$ cat config.mk
export PLATFORM = sky130hd
export DESIGN_NAME = flv_hevc_payload_to_annexb
export DESIGN_NICKNAME = d
export VERILOG_FILES = /design/src/rtl/core/flvha_pkg.sv /design/src/rtl/core/flvha_front.sv /design/src/rtl/core/flvha_queue.sv /design/src/rtl/core/flvha_back.sv /design/src/rtl/core/flv_hevc_payload_to_annexb.sv
export SDC_FILE = /design/constraint.sdc
export NUM_CORES = 1
export LEC_CHECK = 0
export ABC_AREA = 0
export BUFFER_PORTS_ARGS = -buffer_cell sky130_fd_sc_hd__buf_2
export CAP_MARGIN = 20
export CORE_MARGIN = 10
export CORE_UTILIZATION = 49
export CTS_CLUSTER_SIZE = 16
export DETAILED_ROUTE_END_ITERATION = 10
export PLACE_DENSITY = 0.66
export SLEW_MARGIN = 10
export SYNTH_ARGS = -nofsm -noshare
export SYNTH_HDL_FRONTEND = slang
export SYNTH_SLANG_ARGS = --single-unit
export TNS_END_PERCENT = 10
$ cat constraint.sdc
create_clock -name i_clk -period 10.1 [get_ports i_clk]
set_input_delay 0.505 -clock i_clk [delete_from_list [all_inputs] [get_ports i_clk]]
set_output_delay 0.505 -clock i_clk [all_outputs]
set_load 0.02 [all_outputs]
$ cat src/rtl/core/flvha_pkg.sv
// Shared types and constants of the HEVC tag payload to Annex-B converter.
package flvha_pkg;

    typedef enum logic [3:0] {
        PH_HDR   = 4'd0,
        PH_CTS   = 4'd1,
        PH_LEN   = 4'd2,
        PH_DATA  = 4'd3,
        PH_SKIP  = 4'd4,
        PH_ATYPE = 4'd5,
        PH_CNT   = 4'd6,
        PH_NLEN  = 4'd7,
        PH_IDLE  = 4'd8
    } t_phase;

    localparam int IN_W  = 40;
    localparam int OUT_W = 80;

    localparam int OUT_START_BIT = 8;
    localparam int OUT_END_BIT   = 9;
    localparam int OUT_SEQ_BIT   = 10;
    localparam int OUT_PTS_LSB   = 11;
    localparam int OUT_DTS_LSB   = 45;
    localparam int OUT_TRUNC_BIT = 77;

    localparam int ENH_FLAG_BIT = 7;
    localparam logic [7:0] KIND_MASK    = 8'h0f;
    localparam logic [7:0] KIND_SEQ_HDR = 8'd0;
    localparam logic [7:0] KIND_FRAME   = 8'd1;
    localparam logic [7:0] KIND_FRAME_X = 8'd3;

    localparam logic [4:0] POS_MAX     = 5'd31;
    localparam logic [4:0] POS_HDR_END = 5'd4;
    localparam logic [4:0] POS_CTS_END = 5'd7;
    localparam logic [4:0] POS_RECORD  = 5'd27;

    localparam logic [7:0] SC_ZERO = 8'h00;
    localparam logic [7:0] SC_ONE  = 8'h01;
    localparam logic [1:0] SC_LAST = 2'd3;

    typedef struct packed {
        logic               is_start;
        logic [7:0]         data;
        logic               unit_end;
        logic               truncated;
        logic               from_seq;
        logic signed [33:0] pts;
        logic [31:0]        dts;
    } t_cmd;

endpackage

$ cat src/rtl/core/flvha_front.sv
// Header and length parser that turns each payload byte into at most one command.
module flvha_front
    import flvha_pkg::*;
(
    input  logic        i_clk,
    input  logic        i_rst_n,
    input  logic        i_accept,
    input  logic [7:0]  i_byte,
    input  logic [31:0] i_time,
    input  logic        i_last,
    output logic        o_cmd_valid,
    output t_cmd        o_cmd
);

    t_phase      r_phase, n_phase;
    logic [4:0]  r_pos, n_pos;
    logic        r_enh, n_enh;
    logic [7:0]  r_kind, n_kind;
    logic [23:0] r_cts, n_cts;
    logic [7:0]  r_arrays, n_arrays;
    logic [15:0] r_units, n_units;
    logic [31:0] r_len, n_len;
    logic [1:0]  r_lseen, n_lseen;
    logic [31:0] r_left, n_left;
    logic [31:0] r_time, n_time;

    always_comb begin
        logic [15:0] units_dec;
        logic [15:0] cnt_val;
        logic [7:0]  arrays_dec;
        logic [31:0] left_dec;
        logic [31:0] start_len;
        logic        start;
        logic        done;
        logic        emit;

        n_phase  = r_phase;
        n_pos    = (r_pos != POS_MAX) ? r_pos + 5'd1 : r_pos;
        n_enh    = r_enh;
        n_kind   = r_kind;
        n_cts    = r_cts;
        n_arrays = r_arrays;
        n_units  = r_units;
        n_len    = r_len;
        n_lseen  = r_lseen;
        n_left   = r_left;
        n_time   = r_time;

        units_dec  = r_units - 16'd1;
        arrays_dec = r_arrays - 8'd1;
        left_dec   = r_left - 32'd1;
        cnt_val    = {r_units[7:0], i_byte};
        start_len  = '0;
        start      = 1'b0;
        done       = 1'b0;
        emit       = 1'b0;

        o_cmd.is_start  = 1'b0;
        o_cmd.data      = i_byte;
        o_cmd.unit_end  = 1'b0;
        o_cmd.truncated = 1'b0;
        o_cmd.from_seq  = (r_kind == KIND_SEQ_HDR);
        o_cmd.pts       = {2'b00, r_time} + {{10{r_cts[23]}}, r_cts};
        o_cmd.dts       = r_time;

        unique case (r_phase)
            PH_HDR: begin
                if (r_pos == '0) begin
                    n_time = i_time;
                    n_enh  = i_byte[ENH_FLAG_BIT];
                    if (i_byte[ENH_FLAG_BIT]) begin
                        n_kind = i_byte & KIND_MASK;
                    end
                end else if (r_pos == 5'd1 && !r_enh) begin
                    n_kind = i_byte;
                end
                if (r_pos >= POS_HDR_END) begin
                    priority if (r_kind == KIND_SEQ_HDR) begin
                        n_phase = PH_SKIP;
                    end else if (!r_enh || r_kind == KIND_FRAME_X) begin
                        n_phase = PH_LEN;
                    end else if (r_kind == KIND_FRAME) begin
                        n_phase = PH_CTS;
                    end else begin
                        n_phase = PH_IDLE;
                    end
                    n_lseen = '0;
                end
            end
            PH_CTS: begin
                n_cts = {r_cts[15:0], i_byte};
                if (r_pos >= POS_CTS_END) begin
                    n_phase = PH_LEN;
                end
            end
            PH_LEN: begin
                n_len = {r_len[23:0], i_byte};
                if (r_lseen == 2'd3) begin
                    n_lseen   = '0;
                    start     = 1'b1;
                    start_len = {r_len[23:0], i_byte};
                end else begin
                    n_lseen = r_lseen + 2'd1;
                end
            end
            PH_DATA: begin
                n_left         = left_dec;
                emit           = 1'b1;
                o_cmd.unit_end = (left_dec == '0);
                done           = (left_dec == '0);
            end
            PH_SKIP: begin
                if (r_pos >= POS_RECORD) begin
                    n_arrays = i_byte;
                    n_phase  = (i_byte == '0) ? PH_IDLE : PH_ATYPE;
                end
            end
            PH_ATYPE: begin
                n_lseen = '0;
                n_phase = PH_CNT;
            end
            PH_CNT: begin
                n_units = cnt_val;
                if (r_lseen == 2'd1) begin
                    n_lseen = '0;
                    if (cnt_val == '0) begin
                        n_arrays = arrays_dec;
                        n_phase  = (arrays_dec == '0) ? PH_IDLE : PH_ATYPE;
                    end else begin
                        n_phase = PH_NLEN;
                    end
                end else begin
                    n_lseen = 2'd1;
                end
            end
            PH_NLEN: begin
                n_len = {16'd0, r_len[7:0], i_byte};
                if (r_lseen == 2'd1) begin
                    n_lseen   = '0;
                    start     = 1'b1;
                    start_len = {16'd0, r_len[7:0], i_byte};
                end else begin
                    n_lseen = 2'd1;
                end
            end
            default: begin
            end
        endcase

        if (start) begin
            n_left         = start_len;
            emit           = 1'b1;
            o_cmd.is_start = 1'b1;
            o_cmd.unit_end = (start_len == '0);
            if (start_len == '0) begin
                done = 1'b1;
            end else begin
                n_phase = PH_DATA;
            end
        end

        if (done) begin
            if (r_kind != KIND_SEQ_HDR) begin
                n_phase = PH_LEN;
            end else begin
                n_units = units_dec;
                if (units_dec == '0) begin
                    n_arrays = arrays_dec;
                    n_phase  = (arrays_dec == '0) ? PH_IDLE : PH_ATYPE;
                end else begin
                    n_phase = PH_NLEN;
                end
            end
        end

        if (i_last) begin
            if (emit && n_phase == PH_DATA) begin
                o_cmd.unit_end  = 1'b1;
                o_cmd.truncated = 1'b1;
            end
            n_phase  = PH_HDR;
            n_pos    = '0;
            n_enh    = 1'b0;
            n_kind   = '0;
            n_cts    = '0;
            n_arrays = '0;
            n_units  = '0;
            n_len    = '0;
            n_lseen  = '0;
            n_left   = '0;
        end

        o_cmd_valid = i_accept && emit;
    end

    always_ff @(posedge i_clk) begin
        if (!i_rst_n) begin
            r_phase  <= PH_HDR;
            r_pos    <= '0;
            r_enh    <= 1'b0;
            r_kind   <= '0;
            r_cts    <= '0;
            r_arrays <= '0;
            r_units  <= '0;
            r_len    <= '0;
            r_lseen  <= '0;
            r_left   <= '0;
            r_time   <= '0;
        end else if (i_accept) begin
            r_phase  <= n_phase;
            r_pos    <= n_pos;
            r_enh    <= n_enh;
            r_kind   <= n_kind;
            r_cts    <= n_cts;
            r_arrays <= n_arrays;
            r_units  <= n_units;
            r_len    <= n_len;
            r_lseen  <= n_lseen;
            r_left   <= n_left;
            r_time   <= n_time;
        end
    end

endmodule

$ cat src/rtl/core/flvha_queue.sv
// Small register queue of commands between the parser and the output stage.
module flvha_queue
    import flvha_pkg::*;
#(
    parameter int DEPTH = 4
) (
    input  logic i_clk,
    input  logic i_rst_n,
    input  logic i_push,
    input  t_cmd i_cmd,
    input  logic i_pop,
    output logic o_full,
    output logic o_valid,
    output t_cmd o_cmd
);

    localparam int PTR_W = (DEPTH > 1) ? $clog2(DEPTH) : 1;
    localparam int CNT_W = $clog2(DEPTH + 1);
    localparam logic [PTR_W-1:0] PTR_LAST = PTR_W'(DEPTH - 1);
    localparam logic [CNT_W-1:0] CNT_FULL = CNT_W'(DEPTH);

    t_cmd             r_mem [DEPTH];
    logic [PTR_W-1:0] r_wr, r_rd;
    logic [CNT_W-1:0] r_cnt;
    logic             do_pop;

    assign o_full  = (r_cnt == CNT_FULL);
    assign o_valid = (r_cnt != '0);
    assign o_cmd   = r_mem[r_rd];
    assign do_pop  = i_pop && o_valid;

    always_ff @(posedge i_clk) begin
        if (i_push) begin
            r_mem[r_wr] <= i_cmd;
        end
    end

    always_ff @(posedge i_clk) begin
        if (!i_rst_n) begin
            r_wr  <= '0;
            r_rd  <= '0;
            r_cnt <= '0;
        end else begin
            if (i_push) begin
                r_wr <= (r_wr == PTR_LAST) ? '0 : r_wr + PTR_W'(1);
            end
            if (do_pop) begin
                r_rd <= (r_rd == PTR_LAST) ? '0 : r_rd + PTR_W'(1);
            end
            if (i_push && !do_pop) begin
                r_cnt <= r_cnt + CNT_W'(1);
            end else if (do_pop && !i_push) begin
                r_cnt <= r_cnt - CNT_W'(1);
            end
        end
    end

endmodule

$ cat src/rtl/core/flvha_back.sv
// Output stage that expands start-code commands and holds the outgoing word.
module flvha_back
    import flvha_pkg::*;
(
    input  logic             i_clk,
    input  logic             i_rst_n,
    input  logic             i_cmd_valid,
    input  t_cmd             i_cmd,
    output logic             o_pop,
    input  logic             i_tready,
    output logic             o_tvalid,
    output logic [OUT_W-1:0] o_tdata,
    output logic             o_tlast
);

    logic               r_valid;
    logic [1:0]         r_sub;
    logic [7:0]         r_byte;
    logic               r_start;
    logic               r_end;
    logic               r_seq;
    logic               r_trunc;
    logic signed [33:0] r_pts;
    logic [31:0]        r_dts;
    logic               r_last;
    logic               load;
    logic               final_word;

    assign load       = i_cmd_valid && (!r_valid || i_tready);
    assign final_word = !i_cmd.is_start || (r_sub == SC_LAST);
    assign o_pop      = load && final_word;

    always_ff @(posedge i_clk) begin
        if (!i_rst_n) begin
            r_valid <= 1'b0;
            r_sub   <= '0;
        end else if (load) begin
            r_valid <= 1'b1;
            if (i_cmd.is_start) begin
                r_sub <= r_sub + 2'd1;
            end
        end else if (i_tready) begin
            r_valid <= 1'b0;
        end
    end

    always_ff @(posedge i_clk) begin
        if (load) begin
            r_pts  <= i_cmd.pts;
            r_dts  <= i_cmd.dts;
            r_seq  <= i_cmd.from_seq;
            r_last <= final_word;
            if (i_cmd.is_start) begin
                r_byte  <= (r_sub == SC_LAST) ? SC_ONE : SC_ZERO;
                r_start <= (r_sub == '0);
                r_end   <= (r_sub == SC_LAST) && i_cmd.unit_end;
                r_trunc <= (r_sub == SC_LAST) && i_cmd.truncated;
            end else begin
                r_byte  <= i_cmd.data;
                r_start <= 1'b0;
                r_end   <= i_cmd.unit_end;
                r_trunc <= i_cmd.truncated;
            end
        end
    end

    assign o_tvalid = r_valid;
    assign o_tlast  = r_last;
    assign o_tdata  = {2'b00, r_trunc, r_dts, r_pts, r_seq, r_end, r_start, r_byte};

endmodule

$ cat src/rtl/core/flv_hevc_payload_to_annexb.sv
// Top level of the HEVC video tag payload to Annex-B stream converter.
//
// The slave channel takes one payload byte per word with its message time;
// s_axis_tlast marks the final byte of a message. The master channel gives
// one Annex-B byte per word: each unit comes out as 00 00 00 01 followed by
// its bytes, with pts, dts and unit flags, and m_axis_tlast marks the last
// word caused by one input byte.
// The first word caused by a byte is written into the queue at the edge that
// accepts the byte and then registered in the output stage. The parser takes
// one byte per cycle while the queue is not full and hands at most one command
// per byte to a queue of QUEUE_DEPTH entries; the output stage sends one word
// per cycle while m_axis_tready is high, so a start code occupies it for four
// words. A start code adds three words per unit, and s_axis_tready falls
// whenever the queue is full; the length field of a configuration record unit
// has only two bytes, that of a coded-frame unit four.
// Synchronous reset returns the parser to the start of a message, empties
// the queue and drops the output word. When the receiver holds m_axis_tready
// low, the output word stays unchanged, the queue fills and then the slave
// side stalls; nothing is lost.
module flv_hevc_payload_to_annexb
    import flvha_pkg::*;
#(
    parameter int QUEUE_DEPTH = 4
) (
    input  logic             i_clk,
    input  logic             i_rst_n,
    input  logic             s_axis_tvalid,
    output logic             s_axis_tready,
    // data_byte[7:0], message_time[39:8]
    input  logic [IN_W-1:0]  s_axis_tdata,
    input  logic             s_axis_tlast,
    output logic             m_axis_tvalid,
    input  logic             m_axis_tready,
    // out_byte[7:0], unit_start[8], unit_end[9], from_sequence_header[10],
    // present_time[44:11], decode_time[76:45], truncated[77], zero[79:78]
    output logic [OUT_W-1:0] m_axis_tdata,
    output logic             m_axis_tlast
);

    logic accept;
    logic cmd_push;
    t_cmd cmd_in;
    logic q_full;
    logic q_valid;
    t_cmd q_head;
    logic q_pop;

    assign s_axis_tready = !q_full;
    assign accept        = s_axis_tvalid && s_axis_tready;

    flvha_front u_front (
        .i_clk       (i_clk),
        .i_rst_n     (i_rst_n),
        .i_accept    (accept),
        .i_byte      (s_axis_tdata[7:0]),
        .i_time      (s_axis_tdata[39:8]),
        .i_last      (s_axis_tlast),
        .o_cmd_valid (cmd_push),
        .o_cmd       (cmd_in)
    );

    flvha_queue #(
        .DEPTH (QUEUE_DEPTH)
    ) u_queue (
        .i_clk   (i_clk),
        .i_rst_n (i_rst_n),
        .i_push  (cmd_push),
        .i_cmd   (cmd_in),
        .i_pop   (q_pop),
        .o_full  (q_full),
        .o_valid (q_valid),
        .o_cmd   (q_head)
    );

    flvha_back u_back (
        .i_clk       (i_clk),
        .i_rst_n     (i_rst_n),
        .i_cmd_valid (q_valid),
        .i_cmd       (q_head),
        .o_pop       (q_pop),
        .i_tready    (m_axis_tready),
        .o_tvalid    (m_axis_tvalid),
        .o_tdata     (m_axis_tdata),
        .o_tlast     (m_axis_tlast)
    );

endmodule

### Yosys cells after proc, flatten, opt, wreduce, memory -nomap -nowiden

Memory sizes are Yosys's and may differ from the RTL's. A register that Yosys moved wholly into a read port is not among the register bits.
Cells that the tools add are included.

* $add $sub $neg: 11
* multipliers: 0
* div/mod/pow operators: 0
* magnitude comparators: 3
* eq/ne operators: 20
* shift operators: 0
* mux-type cells: 80
* bitwise logic cells: 0
* reduce and logical (&&, ||, !) cells: 52

Operators by type and width (number)
* 2-to-1 mux 32 bit: 4
* 2-to-1 mux 8 bit: 13
* 2-to-1 mux 16 bit: 5
* 2-to-1 mux 24 bit: 3
* zero test 32 bit: 2
* 2-to-1 mux 4 bit: 16
* case mux 32 bit (2 select lines): 1
* case mux 24 bit (2 select lines): 1
* adder 33 x 24 -> 34 bit: 1
* zero test 16 bit: 2
* subtractor 32 x 1 -> 32 bit, second input constant: 1
* zero test 8 bit: 3
* 2-to-1 mux 1 bit: 20
* case mux 4 bit (5 select lines): 1
* 2-to-1 mux 2 bit: 9
* == test 4 x 3 -> 1 bit, second input constant: 4
* case mux 8 bit (2 select lines): 1
* subtractor 16 x 1 -> 16 bit, second input constant: 1
* == test 4 x 2 -> 1 bit, second input constant: 3
* nonzero test 2 bit: 6
* nonzero test 3 bit: 4
* logical AND 1 bit: 11
* greater-or-equal comparator 5 x 3 -> 1 bit, second input constant: 2
* 2-to-1 mux 5 bit: 2
* other kinds (30): 50

* flip-flop bits (word level): 245
* latch bits: 0
* RAM bits: 312
* memory bits (read-only): 0
* input port bits: 45
* output and inout bits: 83
* memories: 1

Memories
* u_queue.r_mem: words 4, bits a word 78, rd ports 1, clocked after memory_dff 1, write ports 1, line flvha_queue.sv:22 `t_cmd r_mem [DEPTH];`

### Depth between registers and ports, before layout

Gate-level depths: netlist of run 1.

* depth after elaboration: 13
* depth in mapped cells: 14
* mapped depth without buffers: 13

### Cells and area by module

Synthesis of run 1 repeated with hierarchy kept, for this count alone.

* cell total of the unflattened synthesis: 1892
* area total of the unflattened synthesis: 24768.8 um^2

Modules (own cells, without submodules)
* flvha_queue: times used 1, cells an instance 454, area an instance 11732.5 um^2
* flvha_front: times used 1, cells an instance 1316, area an instance 10327.4 um^2
* flvha_back: times used 1, cells an instance 120, area an instance 2698.8 um^2
* flv_hevc_payload_to_annexb: times used 1, cells an instance 2, area an instance 10.0 um^2

### Worst setup path before layout of run 1

No wires, ideal clock.

* path type: input to register
* start point: input port m_axis_tready
* end point: register u_queue.r_cnt[2]
* setup time: 0.076 ns
* arrival: 5.997 ns
* required time: 10.024 ns
* setup slack: 4.028 ns
* stages on the path: 10
* cells stage by stage: inv_1 > a21oi_1 > and2_1 > inv_1 > ha_1 > inv_1 > fa_1 > xor2_1 > or3_1 > a21boi_0

* cells in the longest elaborated chain, start to end: 7
* elaborated cells between the ends (all ways): 9
* classes of those cells: mux: 1; reduce/logical: 8

RTL lines
* from (decl): line flv_hevc_payload_to_annexb.sv:33 `input logic m_axis_tready,`
* logical OR 1 bit (*): line flvha_back.sv:29 `assign load = i_cmd_valid && (!r_valid || i_tready);`
* logical AND 1 bit (*): line flvha_back.sv:29
* via u_back.load: line flvha_back.sv:26 `logic load;`
* logical AND 1 bit (*): line flvha_back.sv:31 `assign o_pop = load && final_word;`
* logical AND 1 bit (*): line flvha_queue.sv:30 `assign do_pop = i_pop && o_valid;`
* zero test 1 bit: line flvha_queue.sv:50 `if (i_push && !do_pop) begin`
* logical AND 1 bit: line flvha_queue.sv:50
* 2-to-1 mux 3 bit / nonzero test 2 bit (equally long branches)
* to (signal assigned): line flvha_queue.sv:51 `r_cnt <= r_cnt + CNT_W'(1);`
* to (signal assigned): line flvha_queue.sv:53 `r_cnt <= r_cnt - CNT_W'(1);`
* to (decl): line flvha_queue.sv:24 `logic [CNT_W-1:0] r_cnt;`

The timed path passes the listed nets; every way through them passes the cells marked *.
A chain may end at the register's enable or synchronous reset.

### Worst setup path after layout of run 1

* start point: register u_front.r_left[1]
* end point: register u_front.r_units[11]

* cells in the longest elaborated chain, start to end: 7

RTL lines
* from (decl): line flvha_front.sv:24 `logic [31:0] r_left, n_left;`
* from (signal assigned): line flvha_front.sv:219 `r_left <= n_left;`
* subtractor 32 x 1 -> 32 bit (*): line flvha_front.sv:51 `left_dec = r_left - 32'd1;`
* zero test 32 bit (*): line flvha_front.sv:110 `done = (left_dec == '0);`
* 2-to-1 mux 1 bit (*): line flvha_front.sv:66 `unique case (r_phase)`
* 2-to-1 mux 1 bit: line flvha_front.sv:155 `if (start_len == '0) begin`
* 2-to-1 mux 1 bit (*): line flvha_front.sv:150 `if (start) begin`
* 2-to-1 mux 16 bit (*): line flvha_front.sv:162 `if (done) begin`
* 2-to-1 mux 16 bit (*): line flvha_front.sv:176 `if (i_last) begin`
* to (signal assigned): line flvha_front.sv:216 `r_units <= n_units;`
* to (decl): line flvha_front.sv:21 `logic [15:0] r_units, n_units;`

Every way passes the cells marked *; elsewhere a longest branch is shown, timed or not.

==> reports/results.ini, run 1 <==
[status]
status=completed

[global_routing]
grt_first_pass_wirelength_um=89600
grt_max_degree=99
gr-total-overflow=0
antenna_found_initial=0
grt_usage=0.189
grt_pass1_vias=15600

[sta]
fin_crit_sh=0.424
fin_tns_setup_ns=0
fin_crit_ns=4.28
whs_ns=0.138
maxSlewHeadroom=0.263
finalClockSkew_ns=0.0192
hold_viol=0
setup_viol=0
fmaxAchievable_ghz=0.234
rsz0062_at_grt=false
fin_ws_ns=5.82
slew_violations=0
worstMarginPinSlew_ns=1.11

[clock_tree]
clock_sinks=559
numCtsBuffers=57
cts_tree=built
postCtsSetupBuffers=0
path_clk_slew_ns=0.07
clock_latency_ns=0.62
cts-root-buf=clkbuf_16
cts_resized=0
cts_max_level=2
cts_buffer_depth=3
cts-hold-fix-buffers=0

[power_and_ir_drop]
clockPowerShare=0.439
ir_worst_vdd_mv=0.125
p_leak_nw=9.72
finalPower_mw=4.84
power_frac_seq=0.517
switching_share=0.215
intPower_mw=3.80
p_sw_mw=1.04
p_per_area_nw_per_um2=174
combPwrFrac=0.044

[worst_setup_path]
crit_path_end_kind=flop
reg2reg_slack_ns=5.82
worst_setup_path_start_kind=flop
crit_type=reg -> reg
reg2reg_to=u_front.r_units[11]
cp-startpoint=u_front.r_left[1]
critPathCapture=u_front.r_units[11]
cp_max_fo=12
rr_worst_depth=12
required_ns=10.65
worstReg2RegStart=u_front.r_left[1]
worstPathArrival_ns=4.83

[logic_synthesis]
ys_ff_latch=559
synth_top_flop_cell=edfxtp_1
synth_edf_count=391
avgSynthCellArea_um2=12.9
postSynth.asyncResetShare=0
synthCells=1922
ys_warn_count=0
synth_seq_area_share=0.612
synth.cell_area_um2=24700
yosysUniqueCellTypes=87

[placement]
dpl_worst_slack_ns=5.89
dp_hpwl_um=37000
port_buffers=125
gp_congestion=0.907

[detailed_routing]
ant_nets=0
avgRoutedWirePerCell_um=21.0
drt-vias-per-instance=5.81
drc=0
vias=15900
first_iter_violations=1188
routed_wl_um=57400
dr.pass1.iters=5

[layout]
drive_above_1_share=0.170
nets=2112
utilization=0.557
area_delta_synth_final_pct=12.7
num_antenna_cells=0

[floorplanning]
rows=82
die_w_um=245
die_h_um=245
core_area_um2=50000
num_io_pins=128
initial_core_util=0.494
die_area_um2=59800

[worst_hold_path]
hold_class=in -> reg

[job]
drv_cap=0

logic make-up after synthesis:
| kind of cell | count (synthesis) | share of synthesized area |
|---|---|---|
| simple gates | 584 | 0.123 |
| flops | 559 | 0.612 |
| compound gates | 411 | 0.110 |
| buf+inv | 151 | 0.0245 |
| mux | 94 | 0.0778 |
| xor+xnor | 67 | 0.0238 |
| fa+ha+maj | 55 | 0.0285 |
| other cells | 1 | 0.000152 |
cells in the mapped netlist, drive strengths merged, types with 14 or more instances:
cell type	n	share of area
a21oi	77	0.016
nor2b	104	0.026
clkbuf	90	0.014
mux4	78	0.071
xnor2	44	0.016
o22ai	16	0.0041
nand3	22	0.0045
o21ai	95	0.019
nand2b	14	0.0035
nor2	87	0.013
a22oi	83	0.025
inv	35	0.0053
edfxtp	391	0.48
a21boi	38	0.012
xor2	23	0.0082
nor3	27	0.0057
nand2	186	0.028
and2	34	0.0086
and3	14	0.0035
buf	25	0.0054
nor4	28	0.0076
dfxtp	168	0.14
ha	53	0.027
registers in the layout (all words and copies together) (netlist names), 2 cells and up, named ones only:
name              count
u_back.r_sub          2
u_front.r_time       32
u_front.r_kind        8
u_queue.r_rd          2
u_back.r_pts         34
u_front.r_phase       4
u_front.r_cts        24
u_front.r_lseen       2
u_queue.r_mem       312
u_back.r_byte         8
u_queue.r_cnt         3
u_back.r_dts         32
u_front.r_left       32
u_front.r_arrays      8
u_front.r_units      16
u_front.r_pos         5
u_front.r_len        24
u_queue.r_wr          2
metrics by stage:
stage,std cells,area [µm²]
final,2731,27800
after global routing,2731,27800
after CTS,2731,27800
after detailed placement,2625,25900
after global placement,2625,25900
after floorplan,1923,24700
worst min path at each step:
stage	to	cells past startpoint	slack, ns	startpoint
2_1_floorplan	u_front.r_units[13]	2	0.44	u_front.r_units[13]
5_1_grt	u_front.r_time[9]	3	0.12	s_axis_tdata[17]
4_1_cts	u_front.r_time[11]	3	0.11	s_axis_tdata[19]
3_3_place_gp	u_front.r_units[13]	2	0.46	u_front.r_units[13]
3_5_place_dp	u_front.r_units[13]	2	0.47	u_front.r_units[13]
6_report	u_front.r_time[9]	3	0.14	s_axis_tdata[17]
cells in the final DEF, fill, tap and decap left out, drive strengths merged, types with 53 or more instances in the layout:
| master | count |
|---|---|
| a21oi | 77 |
| a22oi | 83 |
| buf | 145 |
| clkbuf | 83 |
| dfxtp | 168 |
| edfxtp | 391 |
| ha | 53 |
| mux4 | 78 |
| nand2 | 186 |
| nor2 | 87 |
| nor2b | 104 |
| o21ai | 95 |
metal layers:
layer,share of wire,vias to the layer above,global-route usage
met5,0,-,0
met4,0.033,0,0.0696
met2,0.49,449,0.318
met3,0.055,99,0.0326
met1,0.42,7903,0.241
li1,-,7415,-
power groups by stage:
stage | sequential, mW | combinational, mW | clock (mW)
2_1_floorplan | 2.56 | 0.127 | 0
3_3_place_gp | 2.55 | 0.214 | 0
3_5_place_dp | 2.55 | 0.218 | 0
4_1_cts | 2.50 | 0.218 | 2.17
5_1_grt | 2.51 | 0.235 | 2.27
6_report | 2.50 | 0.214 | 2.12
critical path, cell delays in order (launching register included):
cell	delay, ns
dfxtp_1	0.35
inv_1	0.10
ha_1	0.24
nor3b_1	0.55
nand3_1	0.47
or3_1	0.45
xor2_1	0.22
and4_1	0.27
nand4_4	0.19
o21ai_1	0.78
nand2_1	0.22
o21ai_0	0.23
a32o_1	0.15
area by class of cell:
type	count	area [µm²]
sequential	559	15100
multi-input combinational	1213	9030
fill	4128	22100
inverter	36	135
tap	672	841
timing repair buffer	145	778
clock inverter	23	302
clock buffer	83	1630
Power figures use the tool's default switching activity.
==> run 2: changes to the inputs <==
==> constraint.sdc (replaced) <==
create_clock -name i_clk -period 4.4 [get_ports i_clk]
set_input_delay 0.22 -clock i_clk [delete_from_list [all_inputs] [get_ports i_clk]]
set_output_delay 0.22 -clock i_clk [all_outputs]
set_load 0.02 [all_outputs]
==> reports/results.ini, run 2 (same netlist as run 1, synthesis figures left out) <==
[sta]
hold_viol=0
setup_viol=0
finalClockSkew_ns=0.0195
slew_violations=0
rsz0062_at_grt=false
fmaxAchievable_ghz=0.248
fin_crit_sh=0.917
maxSlewHeadroom=0.278
worstMarginPinSlew_ns=1.08
fin_ws_ns=0.367
fin_crit_ns=4.03
fin_tns_setup_ns=0

[placement]
dpl_worst_slack_ns=0.392
gp_congestion=0.904
dp_hpwl_um=36900
place_area_um2=26000
port_buffers=125

[worst_hold_path]
hold_class=in -> reg
whs_path_depth=1
min_from=s_axis_tdata[0]
whs_endpoint=u_queue.r_mem[1][69]

[worst_setup_path]
reg2reg_to=u_front.r_arrays[7]
worstReg2RegStart=u_front.r_left[1]
cp_max_fo=13
rr_worst_depth=13
crit_path_end_kind=flop
reg2reg_slack_ns=0.37
required_ns=4.96
crit_type=reg -> reg
worst_setup_path_start_kind=flop
worstPathArrival_ns=4.60

[floorplanning]
core_area_um2=50000
die_w_um=245
die_h_um=245
die_area_um2=59800
rows=82
num_io_pins=128
initial_core_util=0.494

[layout]
drive_above_1_share=0.174
area_delta_synth_final_pct=14.8
final_area_um2=28300
num_antenna_cells=0
nets=2158
largest_register=u_queue.r_mem
largest_reg_flops=312
top_regs=u_queue.r_mem: 312 flops, u_back.r_pts: 34 flops
most-common-layout-cells=edfxtp_1, nand2_1, dfxtp_1
final_common_cell=edfxtp_1

[global_routing]
antenna_found_initial=0
gr-total-overflow=0
grt_usage=0.193
grt_first_pass_wirelength_um=91400
grt_max_degree=96
grt_pass1_vias=16100

[clock_tree]
postCtsSetupBuffers=0
cts_tree=built
cts_buffer_depth=3
cts_max_level=2
clock_latency_ns=0.62
path_clk_slew_ns=0.06
cts-root-buf=clkbuf_16
numCtsBuffers=58
clock_sinks=559

[power_and_ir_drop]
finalPower_mw=11.0
p_per_area_nw_per_um2=387
p_leak_nw=9.97
ir_worst_vdd_mv=0.303

[job]
drv_cap=0

[detailed_routing]
routed_wl_um=58200
dr.pass1.iters=5
ant_nets=0
drt-vias-per-instance=5.78
drc=0
vias=16100
first_iter_violations=1203
avgRoutedWirePerCell_um=20.9

[status]
status=completed

run 2: changes by cell type in the layout (fill, tap and decap cells not counted), moves of 4 or more:
cell | before | now
dlygate4sd3_1 | 0 | 33
buf_4 | 21 | 30
clkinv_1 | 1 | 7
clkbuf_1 | 17 | 12
clkbuf_8 | 8 | 4
clkinv_4 | 0 | 4
clkinvlp_4 | 6 | 2
run 2: metal layers:
metal  share of wire  GRT usage  wire [µm]
met1            0.42      0.241      24500
met3           0.050     0.0340       2890
met5               0          0          0
met2            0.49      0.325      28400
met4           0.041     0.0847       2400
run 2: what timing repair did:
action                                 in CTS  in global routing
hold buffers                               33                  0
endpoints found under the hold margin      33                  0
gates resized for setup                     0                  0
run 2: layout make-up:
| type | count | area, µm² |
|---|---|---|
| Tap cell | 672 | 841 |
| Inverter | 36 | 135 |
| Sequential cell | 559 | 15100 |
| Clock inverter | 35 | 412 |
| Clock buffer | 75 | 1580 |
| Multi-Input combinational cell | 1213 | 9030 |
| Timing Repair Buffer | 190 | 1240 |
| Fill cell | 3980 | 21600 |
run 2: how the worst max path moves through the flow:
stage / depth (start not counted) / startpoint / endpoint / slack [ns]
global placement: 13 / u_front.r_left[0] / u_front.r_arrays[0] / 0.53
detailed placement: 13 / u_front.r_left[0] / u_front.r_arrays[0] / 0.39
CTS: 13 / u_front.r_left[1] / u_front.r_arrays[0] / 0.37
global route: 13 / u_front.r_left[1] / u_front.r_arrays[0] / 0.05
finish: 13 / u_front.r_left[1] / u_front.r_arrays[7] / 0.37
floorplan: 9 / u_back.o_tvalid / u_queue.r_cnt[2] / 0.19
run 2: per-stage QoR:
stage	std cells	hold WS, ns	utilization
after CTS	2780	0.0252	0.567
after floorplan	1923	0.319	-
after detailed placement	2637	0.466	0.521
final	2780	0.0642	0.567
after global routing	2780	0.0353	0.567
after global placement	2637	0.456	0.521
run 2: worst max-delay path, cell delays in order, from the launching register on:
cell,delay [ns]
dfxtp_1,0.36
inv_1,0.10
ha_1,0.23
nor3b_1,0.50
nand3_1,0.45
or3_1,0.45
xor2_1,0.21
and4_1,0.27
nand4_4,0.18
a211oi_4,0.60
buf_4,0.26
a21oi_1,0.05
o22ai_1,0.17
a22o_1,0.14
run 2: power breakdown:
part	internal, mW	total (mW)	leakage (nW)	switching [mW]
combinational	0.101	0.291	4.09	0.190
sequential	5.63	5.67	4.90	0.0382
clock	2.96	5.00	0.974	2.04
total	8.69	11.0	9.97	2.27
